==> src/hw/rtl/bda_pkg.sv <==
// Types and constants of the button debounce and auto-repeat block.
// No dependencies; imported by every module of the block.
package bda_pkg;

   localparam int RAW_W      = 5;
   localparam int IDX_W      = 3;
   localparam int CSR_IDX_W  = 2;
   localparam int CSR_DATA_W = 16;

   localparam logic [15:0] POLL_INTERVAL_RST  = 16'd5000;
   localparam logic [7:0]  DEBOUNCE_LIMIT_RST = 8'd10;
   localparam logic [7:0]  REPEAT_INITIAL_RST = 8'd40;
   localparam logic [7:0]  REPEAT_NEXT_RST    = 8'd20;

   typedef enum logic [1:0] {
      OP_POLL  = 2'd0,
      OP_GET   = 2'd1,
      OP_CLEAR = 2'd2,
      OP_LEVEL = 2'd3
   } bda_op_type;

   typedef enum logic [CSR_IDX_W-1:0] {
      CSR_POLL_INTERVAL  = 2'd0,
      CSR_DEBOUNCE_LIMIT = 2'd1,
      CSR_REPEAT_INITIAL = 2'd2,
      CSR_REPEAT_NEXT    = 2'd3
   } bda_csr_type;

   typedef struct packed {
      bda_op_type       opcode;
      logic [31:0]      now_us;
      logic [RAW_W-1:0] raw_levels;
      logic [IDX_W-1:0] button_index;
   } bda_req_type;

   typedef struct packed {
      logic             answer_bit;
      logic             poll_taken;
      logic [RAW_W-1:0] held_levels;
      logic [RAW_W-1:0] pending_flags;
   } bda_rsp_type;

   typedef struct packed {
      logic [15:0] poll_interval_us;
      logic [7:0]  debounce_limit;
      logic [7:0]  repeat_initial;
      logic [7:0]  repeat_next;
   } bda_cfg_type;

   // Per-button commands for one accepted transaction
   typedef struct packed {
      logic poll;
      logic get_clr;
      logic clr_all;
   } bda_lane_ctl_type;

   // Per-button state before and after the transaction
   typedef struct packed {
      logic stable_cur;
      logic flag_cur;
      logic stable_nxt;
      logic flag_nxt;
   } bda_lane_stat_type;

endpackage

==> src/hw/rtl/bda_lane.sv <==
// One button's debounce counter, auto-repeat countdown and pressed flag.
// Depends on bda_pkg.
module bda_lane (
   input  logic                      clock,
   input  logic                      reset,
   input  bda_pkg::bda_cfg_type      cfg,
   input  bda_pkg::bda_lane_ctl_type ctl,
   input  logic                      level,
   output bda_pkg::bda_lane_stat_type stat
);
   import bda_pkg::*;

   logic       stable_ff,   stable_in;
   logic       flag_ff,     flag_in;
   logic [7:0] mismatch_ff, mismatch_in;
   logic [7:0] repeat_ff,   repeat_in;
   logic [7:0] repeat_dec;

   assign repeat_dec = repeat_ff - 8'd1;

   // Work out the state after this transaction
   always_comb begin
      stable_in   = stable_ff;
      flag_in     = flag_ff;
      mismatch_in = mismatch_ff;
      repeat_in   = repeat_ff;
      if (ctl.poll) begin
         if (level == stable_ff) begin
            mismatch_in = 8'd0;
            // Count down while held, re-arm the flag on reaching zero
            if (!level) begin
               if (repeat_dec == 8'd0) begin
                  repeat_in = cfg.repeat_next;
                  flag_in   = 1'b1;
               end else begin
                  repeat_in = repeat_dec;
               end
            end
         end else if (mismatch_ff > cfg.debounce_limit) begin
            // Accept the new level
            mismatch_in = 8'd0;
            repeat_in   = cfg.repeat_initial;
            stable_in   = level;
            if (!level) begin
               flag_in = 1'b1;
            end
         end else begin
            mismatch_in = mismatch_ff + 8'd1;
         end
      end
      if (ctl.get_clr || ctl.clr_all) begin
         flag_in = 1'b0;
      end
   end

   always_ff @(posedge clock) begin
      if (reset) begin
         stable_ff   <= 1'b0;
         flag_ff     <= 1'b0;
         mismatch_ff <= 8'd0;
         repeat_ff   <= 8'd0;
      end else begin
         stable_ff   <= stable_in;
         flag_ff     <= flag_in;
         mismatch_ff <= mismatch_in;
         repeat_ff   <= repeat_in;
      end
   end

   assign stat.stable_cur = stable_ff;
   assign stat.flag_cur   = flag_ff;
   assign stat.stable_nxt = stable_in;
   assign stat.flag_nxt   = flag_in;

endmodule

==> src/hw/rtl/button_debounce_autorepeat_core.sv <==
// Button debouncer with auto-repeat, top level. Depends on bda_pkg and bda_lane.
// Throughput: one transaction per cycle while req_stall is low. A result is
// registered in the output stage when accepted; the per-button update is one pass of
// compare and counter logic, and a two-entry output stage absorbs one stalled result.
// Reset (synchronous): all button state and the poll timestamp clear, settings
// return to 5000 us, 10, 40 and 20, and the output stage empties.
module button_debounce_autorepeat_core #(
   parameter int BUTTON_COUNT = 5
) (
   input  logic                                 clock,
   input  logic                                 reset,
   input  logic                                 req_valid,
   output logic                                 req_stall,
   input  bda_pkg::bda_req_type                 req_data,
   output logic                                 rsp_valid,
   input  logic                                 rsp_stall,
   output bda_pkg::bda_rsp_type                 rsp_data,
   input  logic                                 csr_wr_en,
   input  logic [bda_pkg::CSR_IDX_W-1:0]        csr_index,
   input  logic [bda_pkg::CSR_DATA_W-1:0]       csr_wr_data
);
   import bda_pkg::*;

   bda_cfg_type       cfg_ff;
   logic [31:0]       last_poll_ff, last_poll_in;
   bda_rsp_type       rsp_ff, skid_ff, rsp_new;
   logic              rsp_valid_ff, skid_valid_ff;
   logic              accept, pop, poll_ok;
   logic [31:0]       elapsed;
   bda_lane_ctl_type  lane_ctl  [BUTTON_COUNT];
   bda_lane_stat_type lane_stat [BUTTON_COUNT];
   logic [BUTTON_COUNT-1:0] sel, flag_cur_v, pressed_cur_v;
   logic [RAW_W-1:0]  held_out, flags_out;

   assign accept = req_valid && !skid_valid_ff;
   assign pop    = rsp_valid_ff && !rsp_stall;

   // Poll interval check with wrapping subtraction
   assign elapsed = req_data.now_us - last_poll_ff;
   assign poll_ok = accept && (req_data.opcode == OP_POLL) &&
                    (elapsed >= {16'd0, cfg_ff.poll_interval_us});
   assign last_poll_in = poll_ok ? req_data.now_us : last_poll_ff;

   // Configuration writes
   always_ff @(posedge clock) begin
      if (reset) begin
         cfg_ff.poll_interval_us <= POLL_INTERVAL_RST;
         cfg_ff.debounce_limit   <= DEBOUNCE_LIMIT_RST;
         cfg_ff.repeat_initial   <= REPEAT_INITIAL_RST;
         cfg_ff.repeat_next      <= REPEAT_NEXT_RST;
      end else if (csr_wr_en) begin
         unique case (bda_csr_type'(csr_index))
            CSR_POLL_INTERVAL:  cfg_ff.poll_interval_us <= csr_wr_data;
            CSR_DEBOUNCE_LIMIT: cfg_ff.debounce_limit   <= csr_wr_data[7:0];
            CSR_REPEAT_INITIAL: cfg_ff.repeat_initial   <= csr_wr_data[7:0];
            CSR_REPEAT_NEXT:    cfg_ff.repeat_next      <= csr_wr_data[7:0];
            default:            cfg_ff <= cfg_ff;
         endcase
      end
   end

   always_ff @(posedge clock) begin
      if (reset) begin
         last_poll_ff <= 32'd0;
      end else begin
         last_poll_ff <= last_poll_in;
      end
   end

   // Button lanes
   for (genvar i = 0; i < BUTTON_COUNT; i++) begin : g_lane
      logic level;
      if (i < RAW_W) begin : g_raw
         assign level = req_data.raw_levels[i];
      end else begin : g_tied
         assign level = 1'b0;
      end
      if (i < (2 ** IDX_W)) begin : g_sel
         assign sel[i] = (req_data.button_index == IDX_W'(i));
      end else begin : g_nosel
         assign sel[i] = 1'b0;
      end
      assign lane_ctl[i].poll    = poll_ok;
      assign lane_ctl[i].get_clr = accept && (req_data.opcode == OP_GET) && sel[i];
      assign lane_ctl[i].clr_all = accept && (req_data.opcode == OP_CLEAR);
      assign flag_cur_v[i]    = lane_stat[i].flag_cur;
      assign pressed_cur_v[i] = !lane_stat[i].stable_cur;

      bda_lane u_lane (
         .clock (clock),
         .reset (reset),
         .cfg   (cfg_ff),
         .ctl   (lane_ctl[i]),
         .level (level),
         .stat  (lane_stat[i])
      );
   end

   // Report the low buttons only
   for (genvar b = 0; b < RAW_W; b++) begin : g_out
      if (b < BUTTON_COUNT) begin : g_used
         assign held_out[b]  = !lane_stat[b].stable_nxt;
         assign flags_out[b] = lane_stat[b].flag_nxt;
      end else begin : g_unused
         assign held_out[b]  = 1'b0;
         assign flags_out[b] = 1'b0;
      end
   end

   // Assemble the result of this transaction
   always_comb begin
      rsp_new.poll_taken    = poll_ok;
      rsp_new.held_levels   = held_out;
      rsp_new.pending_flags = flags_out;
      case (req_data.opcode)
         OP_GET:   rsp_new.answer_bit = |(sel & flag_cur_v);
         OP_LEVEL: rsp_new.answer_bit = |(sel & pressed_cur_v);
         default:  rsp_new.answer_bit = 1'b0;
      endcase
   end

   // Output register with skid entry
   always_ff @(posedge clock) begin
      if (reset) begin
         rsp_valid_ff  <= 1'b0;
         skid_valid_ff <= 1'b0;
      end else if (skid_valid_ff) begin
         if (pop) begin
            rsp_ff        <= skid_ff;
            skid_valid_ff <= 1'b0;
         end
      end else if (accept) begin
         if (rsp_valid_ff && !pop) begin
            skid_ff       <= rsp_new;
            skid_valid_ff <= 1'b1;
         end else begin
            rsp_ff       <= rsp_new;
            rsp_valid_ff <= 1'b1;
         end
      end else if (pop) begin
         rsp_valid_ff <= 1'b0;
      end
   end

   assign req_stall = skid_valid_ff;
   assign rsp_valid = rsp_valid_ff;
   assign rsp_data  = rsp_ff;

endmodule

==> config.mk <==
export PLATFORM = sky130hd
export DESIGN_NAME = button_debounce_autorepeat_core
export DESIGN_NICKNAME = d
export VERILOG_FILES = /design/src/hw/rtl/bda_pkg.sv /design/src/hw/rtl/bda_lane.sv /design/src/hw/rtl/button_debounce_autorepeat_core.sv
export SDC_FILE = /design/constraint.sdc
export NUM_CORES = 1
export LEC_CHECK = 0
export BUFFER_PORTS_ARGS = -buffer_cell sky130_fd_sc_hd__buf_2
export CAP_MARGIN = 20
export CORE_ASPECT_RATIO = 1.2
export CORE_MARGIN = 2
export CORE_UTILIZATION = 55
export DETAILED_ROUTE_END_ITERATION = 7
export PLACE_DENSITY_LB_ADDON = 0.25
export SLEW_MARGIN = 10
export SYNTH_ARGS = -nofsm -noshare
export SYNTH_HDL_FRONTEND = slang
export SYNTH_SLANG_ARGS = --single-unit
==> constraint.sdc <==
create_clock -name clock -period 5.8 [get_ports clock]
set_input_delay 0 -clock clock [delete_from_list [all_inputs] [get_ports clock]]
set_output_delay 0 -clock clock [all_outputs]
set_load 0.02 [all_outputs]
### Word-level counts from Yosys, hierarchy flattened

Index checks and enable logic that the tools add are counted.

* output and inout bits: 14
* input bits: 65
* register bits after elaboration: 188
* word-level logic and storage cells: 230

* reductions and logical operators: 59
* mux-type cells: 92
* add/sub/neg operators: 11
* magnitude comparators: 6
* equality and inequality tests: 23
* bitwise logic cells: 4

Operator list (number)
* 8-bit 2-to-1 mux: 30
* 1-bit 2-to-1 mux: 57
* 12-bit 2-to-1 mux: 4
* 8-bit by 1-bit adder with 8-bit output, second input constant: 5
* 8-bit > comparator: 5
* 8-bit zero test: 5
* 8-bit by 1-bit subtractor with 8-bit output, second input constant: 5
* 32-bit by 16-bit greater-or-equal comparator with 1-bit output: 1
* 32-bit subtractor: 1
* 3-bit AND reduction: 6
* 2-bit inequality test, second input constant: 7
* 2-bit nonzero test: 7
* 1-bit zero test: 13
* 1-bit logical AND: 12
* 5-bit bitwise AND: 2
* 5-bit OR reduction: 2
* 2-bit == test, second input constant: 4
* 2-bit AND reduction: 4
* 4-bit AND reduction: 2
* 3-bit by 2-bit == test with 1-bit output, second input constant: 2
* 1-bit == test: 5
* 1-bit logical OR: 5
* 2-bit by 1-bit == test with 1-bit output, second input constant: 2
* 2-bit zero test: 2
* 6 further kinds: 7

### Logic depth before layout (Yosys ltp)

* word-level depth: 10
* gate-level depth with buffers: 23

### By module

From an unflattened synthesis, not the netlist that was laid out.

* cells, all modules: 1657
* area total of the unflattened synthesis: 13386.6 um2

By module, submodules not included
* button_debounce_autorepeat_core: times used 1, cells each 872, sequential area each 2202.1 um2, area each 6961.7 um2
* bda_lane (g_lane[0].u_lane ...): times used 4, cells each 154, sequential area each 360.3 um2, area each 1275.0 um2
* bda_lane (g_lane[2].u_lane): times used 1, cells each 169, sequential area each 360.3 um2, area each 1325.0 um2

### Worst setup path after synthesis

OpenSTA, ideal clock, no wires.

* kind: reg-to-reg
* start point: register last_poll_ff[0]
* end point: register rsp_ff (netlist bit rsp_data[8]) (data pin)
* data required time: 5.544 ns
* setup time: 0.256 ns
* stages on the path, launching flop included: 21
* buffers on the path: 1
* arrival time: 4.829 ns
* period minus slack after synthesis: 5.085 ns
* path slack: 0.715 ns
* path through: dfxtp_1 -> ha_1 -> fa_1 -> nor2b_1 -> o2111ai_1 -> a21oi_1 -> nor2b_1 -> o21ai_0 -> xor2_1 -> ha_1 -> a21o_1 -> a21oi_1 -> o22ai_1 -> or4_1 -> or3_1 -> or4_1 -> nor4_2 -> nand4b_1 -> clkbuf_1 -> a21o_1 -> a22o_1

* longest elaborated chain between the ends: 8

Ends and longest elaborated chain
* start: declaration: RTL line button_debounce_autorepeat_core.sv:25 `logic [31:0] last_poll_ff, last_poll_in;`
* start signal: assignment: RTL line button_debounce_autorepeat_core.sv:66 `last_poll_ff <= last_poll_in;`
* 32-bit subtractor: RTL line button_debounce_autorepeat_core.sv:39 `assign elapsed = req_data.now_us - last_poll_ff;`
* 32-bit by 16-bit greater-or-equal comparator with 1-bit output: RTL line button_debounce_autorepeat_core.sv:41 `(elapsed >= {16'd0, cfg_ff.poll_interval_us});`
* 1-bit logical AND: RTL line button_debounce_autorepeat_core.sv:40 `assign poll_ok = accept && (req_data.opcode == OP_POLL) &&`
* 1-bit 2-to-1 mux: RTL line bda_lane.sv:27 `if (ctl.poll) begin`
* 1-bit zero test: RTL line button_debounce_autorepeat_core.sv:102 `assign held_out[b] = !lane_stat[b].stable_nxt;`
* 12-bit 2-to-1 mux: RTL line button_debounce_autorepeat_core.sv:133 `if (rsp_valid_ff && !pop) begin`
* 12-bit 2-to-1 mux: RTL line button_debounce_autorepeat_core.sv:132 `end else if (accept) begin`
* 12-bit 2-to-1 mux: RTL line button_debounce_autorepeat_core.sv:127 `end else if (skid_valid_ff) begin`
* end signal: assignment: RTL line button_debounce_autorepeat_core.sv:129 `rsp_ff <= skid_ff;`
* end signal: assignment: RTL line button_debounce_autorepeat_core.sv:137 `rsp_ff <= rsp_new;`
* end: declaration: RTL line button_debounce_autorepeat_core.sv:26 `bda_rsp_type rsp_ff, skid_ff, rsp_new;`

No other way between the ends. The select of a mux whose other input is x is not followed.
A chain may end at the register's enable or synchronous reset.

### Worst setup path in the final report

* start point: register last_poll_ff[0]
* end point: register rsp_ff (netlist bit rsp_data[2]) (data pin)

* longest elaborated chain between the ends: 8

Ends and longest elaborated chain
* 32-bit subtractor: RTL line button_debounce_autorepeat_core.sv:39
* 32-bit by 16-bit greater-or-equal comparator with 1-bit output: RTL line button_debounce_autorepeat_core.sv:41
* 1-bit logical AND: RTL line button_debounce_autorepeat_core.sv:40
* 1-bit 2-to-1 mux: RTL line bda_lane.sv:27
* 1-bit 2-to-1 mux: RTL line bda_lane.sv:51 `if (ctl.get_clr || ctl.clr_all) begin`
* 12-bit 2-to-1 mux: RTL line button_debounce_autorepeat_core.sv:133
* 12-bit 2-to-1 mux: RTL line button_debounce_autorepeat_core.sv:132
* 12-bit 2-to-1 mux: RTL line button_debounce_autorepeat_core.sv:127

No other way between the ends. The select of a mux whose other input is x is not followed.

==> reports/qor.json <==
{
  "fmax_mhz": 181,
  "worst_slew_pin_slew_ns": 1.06,
  "port_buffer_count": 78,
  "worst_hold_path.endpoint": "skid_ff[11]",
  "nets": 1941,
  "cts_max_level": 4,
  "die_w_um": 144,
  "clk_pin_slew_worst_paths_ns": 0.08,
  "setup.reg_to_reg.worst_slack_ns": 0.27,
  "tns_ns": 0,
  "critPathCaptureType": "flip-flop",
  "power_per_cell_area_mw_per_mm2": 216,
  "netlist.top_cell.by_area": "sky130_fd_sc_hd__dfxtp_1",
  "finalHoldWorstSlack_ns": 0.000747,
  "die_h_um": 172,
  "power.share.sequential": 0.428,
  "power_switching_mw": 0.976,
  "route.detailed.vias_per_inst": 6.26,
  "syn_inst": 1670,
  "worst_hold_path_type": "in2reg",
  "top_signal_layer_used": "met4",
  "drive_above_1_share": 0.104,
  "crit_fanout": 9,
  "hpwl_um": 25000,
  "synth.yosys.seq_area_share": 0.309,
  "number_of_antenna_violations_at_the_first_check_in_global_routing": 0,
  "drc": 0,
  "vdd_drop_max_mv": 0.229,
  "preCtsSetupSlack_ns": 0.139,
  "grt_max_degree": 91,
  "grt_pass1_vias": 12400,
  "finalClockSkew_ns": 0.0131,
  "share_comb_of_total_power": 0.191,
  "drt_wl_total_um": 37600,
  "start_util": 0.559,
  "clock_sinks": 188,
  "critPathArrivalTime_ns": 5.70,
  "report.final.setup_viol": 0,
  "fillCellCount": 2039,
  "clockRootBuffer": "sky130_fd_sc_hd__clkbuf_16",
  "least_setup_slack_across_all_paths_after_layout_ns": 0.271,
  "worst_path_largest_cell_delay_ns": 0.54,
  "ctsLongestPathBuffers": 2,
  "grt_first_pass_wirelength_um": 59700,
  "ys_seq_elements": 188,
  "floorplan.core_area_mm2": 0.0232,
  "finalCriticalPeriod_ns": 5.53,
  "outcome": "finished, final reports clean",
  "fin_total_pwr_mw": 3.23,
  "number_of_buffers_created_by_cts": 17,
  "crit_path_start_kind": "flip-flop",
  "p_leak_nw": 5.77,
  "grt_usage": 0.297,
  "required_ns": 5.97,
  "regToRegEndpoint": "rsp_data[2]",
  "wl_met3_um": 2580,
  "tritoncts": "yes",
  "final_core_utilization": 0.646,
  "insertion_delay_ns": 0.45,
  "synth.distinct_cells": 76,
  "synth_largest_type_area_fraction": 0.253,
  "floorplan.die_area_mm2": 0.0248,
  "clkPwrFrac": 0.381,
  "synthesis.area_mm2": 0.0130,
  "core.rowCount": 61,
  "final_non_filler_cells": 2101,
  "placed_cell_count": 1994,
  "antenna_diode_count": 0,
  "crit_path_cell_trace": "ha_1 > fa_1 > nor2b_2 > o2111ai_2 > a211oi_1 > nor2_1 > xnor2_1 > ha_1 > a21o_1 > a21o_1 > a22o_1 > or4_1 > or3_1 > or4_1 > nor4_2 > nand4b_1 > buf_4 > buf_6 > a21oi_2 > o41ai_1",
  "yosys_warnings": 0,
  "cell_type_of_the_slowest_stage_on_the_worst_timing_path": "sky130_fd_sc_hd__a211oi_1",
  "synth_most_common_cell": "sky130_fd_sc_hd__a21oi_1",
  "synthArstFlopShare": 0,
  "final-hold-violation-count": 0,
  "globalplace.congestion": 0.983,
  "synth-edff-count": 24,
  "drtPass1Iterations": 8,
  "drt_first_iter_violations": 1099,
  "synth_area_per_cell_um2": 7.77,
  "routedLengthMet1_um": 14600,
  "synth-main-ff-cell": "sky130_fd_sc_hd__dfxtp_1",
  "grt.overflow.total": 0,
  "synthesis.nets": 1838,
  "antenna_left": 0,
  "fraction_of_power_spent_switching_nets": 0.302,
  "p_int_mw": 2.25,
  "timing.critical_path.buf_inv": 2,
  "worst_r2r_path_depth": 20,
  "synthTopCellsByCount": "sky130_fd_sc_hd__a21oi_1, sky130_fd_sc_hd__dfxtp_1, sky130_fd_sc_hd__nand2_1",
  "timing.hold.worst_path_depth": 2,
  "slew_viol_final": 0,
  "timing.final.crit_share": 0.953,
  "hp-start": "req_data[41]",
  "met2WireLength_um": 18800,
  "crit-reg2reg-launch": "last_poll_ff[0]",
  "worst_rel_slew_slack": 0.294,
  "detailed_route_wire_length_per_cell_um": 17.9,
  "io_pins": 79,
  "worst-setup-path-type": "reg2reg",
  "num_vias": 13200,
  "placedInstanceArea_mm2": 0.0136,
  "largest_delay_share_family_worst_path": "simple AND/OR/NAND/NOR gates",
  "max_cap_violations": 0,
  "final_cell_area_mm2": 0.0150,
  "syn_to_final_growth_pct": 15.5,
  "yosys-top-cells-area": "sky130_fd_sc_hd__dfxtp_1, sky130_fd_sc_hd__ha_1, sky130_fd_sc_hd__a21oi_1, sky130_fd_sc_hd__edfxtp_1, sky130_fd_sc_hd__nand2_1"
}
## area by class of cell
type                       count  area, um2  share of cell area
multi-input combinational   1293       8270               0.552
sequential                   188       4000               0.267
timing repair buffer         178       1350              0.0903
clock buffer                  18        429              0.0286
tap                          315        394              0.0263
inverter                      95        357              0.0238
clock inverter                14        175              0.0117
## registers in the layout, indices dropped and copies added, names as in the netlist
signal,cells
cfg_ff,40
g_lane.u_lane.flag_ff,5
g_lane.u_lane.mismatch_ff,40
g_lane.u_lane.repeat_ff,40
g_lane.u_lane.stable_ff,5
last_poll_ff,32
req_stall,1
rsp_data,12
rsp_valid,1
skid_ff,12
## power by group through the flow
stage          Sequential [mW]  Clock, mW  Combinational (mW)
5_1_grt                   1.39       1.29               0.682
3_5_place_dp              1.41          0               0.567
4_1_cts                   1.38       1.24               0.603
3_3_place_gp              1.41          0               0.555
6_report                  1.38       1.23               0.617
2_1_floorplan             1.40          0               0.414
## cell families after synthesis
kind of cell | after synthesis | synth area share
AO/OA/AOI/OAI | 523 | 0.250
XOR/XNOR | 52 | 0.0351
adder cells (fa/ha/maj) | 107 | 0.103
buffers and inverters | 189 | 0.0578
flip-flops | 188 | 0.309
multiplexers | 15 | 0.0141
AND/OR/NAND/NOR | 596 | 0.232
## repair_timing
action | in CTS | in global routing
resized for setup | 0 | 11
endpoints found under the setup margin | 0 | 121
hold buffers | 62 | 3
buffers inserted | 0 | 5
endpoints found under the hold margin | 94 | 4
## how the worst max path moves through the flow
stage / from / to / cells after the start
finish: last_poll_ff[0] / rsp_data[2] / 20
global route: last_poll_ff[0] / rsp_data[2] / 21
CTS: last_poll_ff[0] / last_poll_ff[13] / 19
detailed placement: last_poll_ff[0] / last_poll_ff[13] / 20
global placement: last_poll_ff[0] / last_poll_ff[10] / 20
floorplan: last_poll_ff[0] / rsp_data[8] / 20
## cell usage in the layout, fill, tap and decap left out, drive strengths merged, types with 13 or more instances in the layout
cell type / n
a21oi: 213
dfxtp: 164
nand2: 160
buf: 112
o21ai: 103
ha: 102
inv: 102
nor2: 98
nand3: 78
dlygate4sd3: 65
nor3: 57
nand4: 41
o211ai: 38
xor2: 32
nor2b: 27
o31ai: 25
or4: 24
edfxtp: 24
and3: 22
xnor2: 20
o21a: 20
a21o: 20
clkbuf: 19
a31oi: 19
nand2b: 15
and2: 15
a32o: 15
o41ai: 15
nor4: 13
## per-layer routing
metal / vias to the layer above / track usage
met2: 566 / 0.533
met5: - / 0
met1: 6141 / 0.342
met3: 114 / 0.0446
met4: 0 / 0.152
li1: 6334 / -
Note: power is estimated with default switching activity, not from simulation.
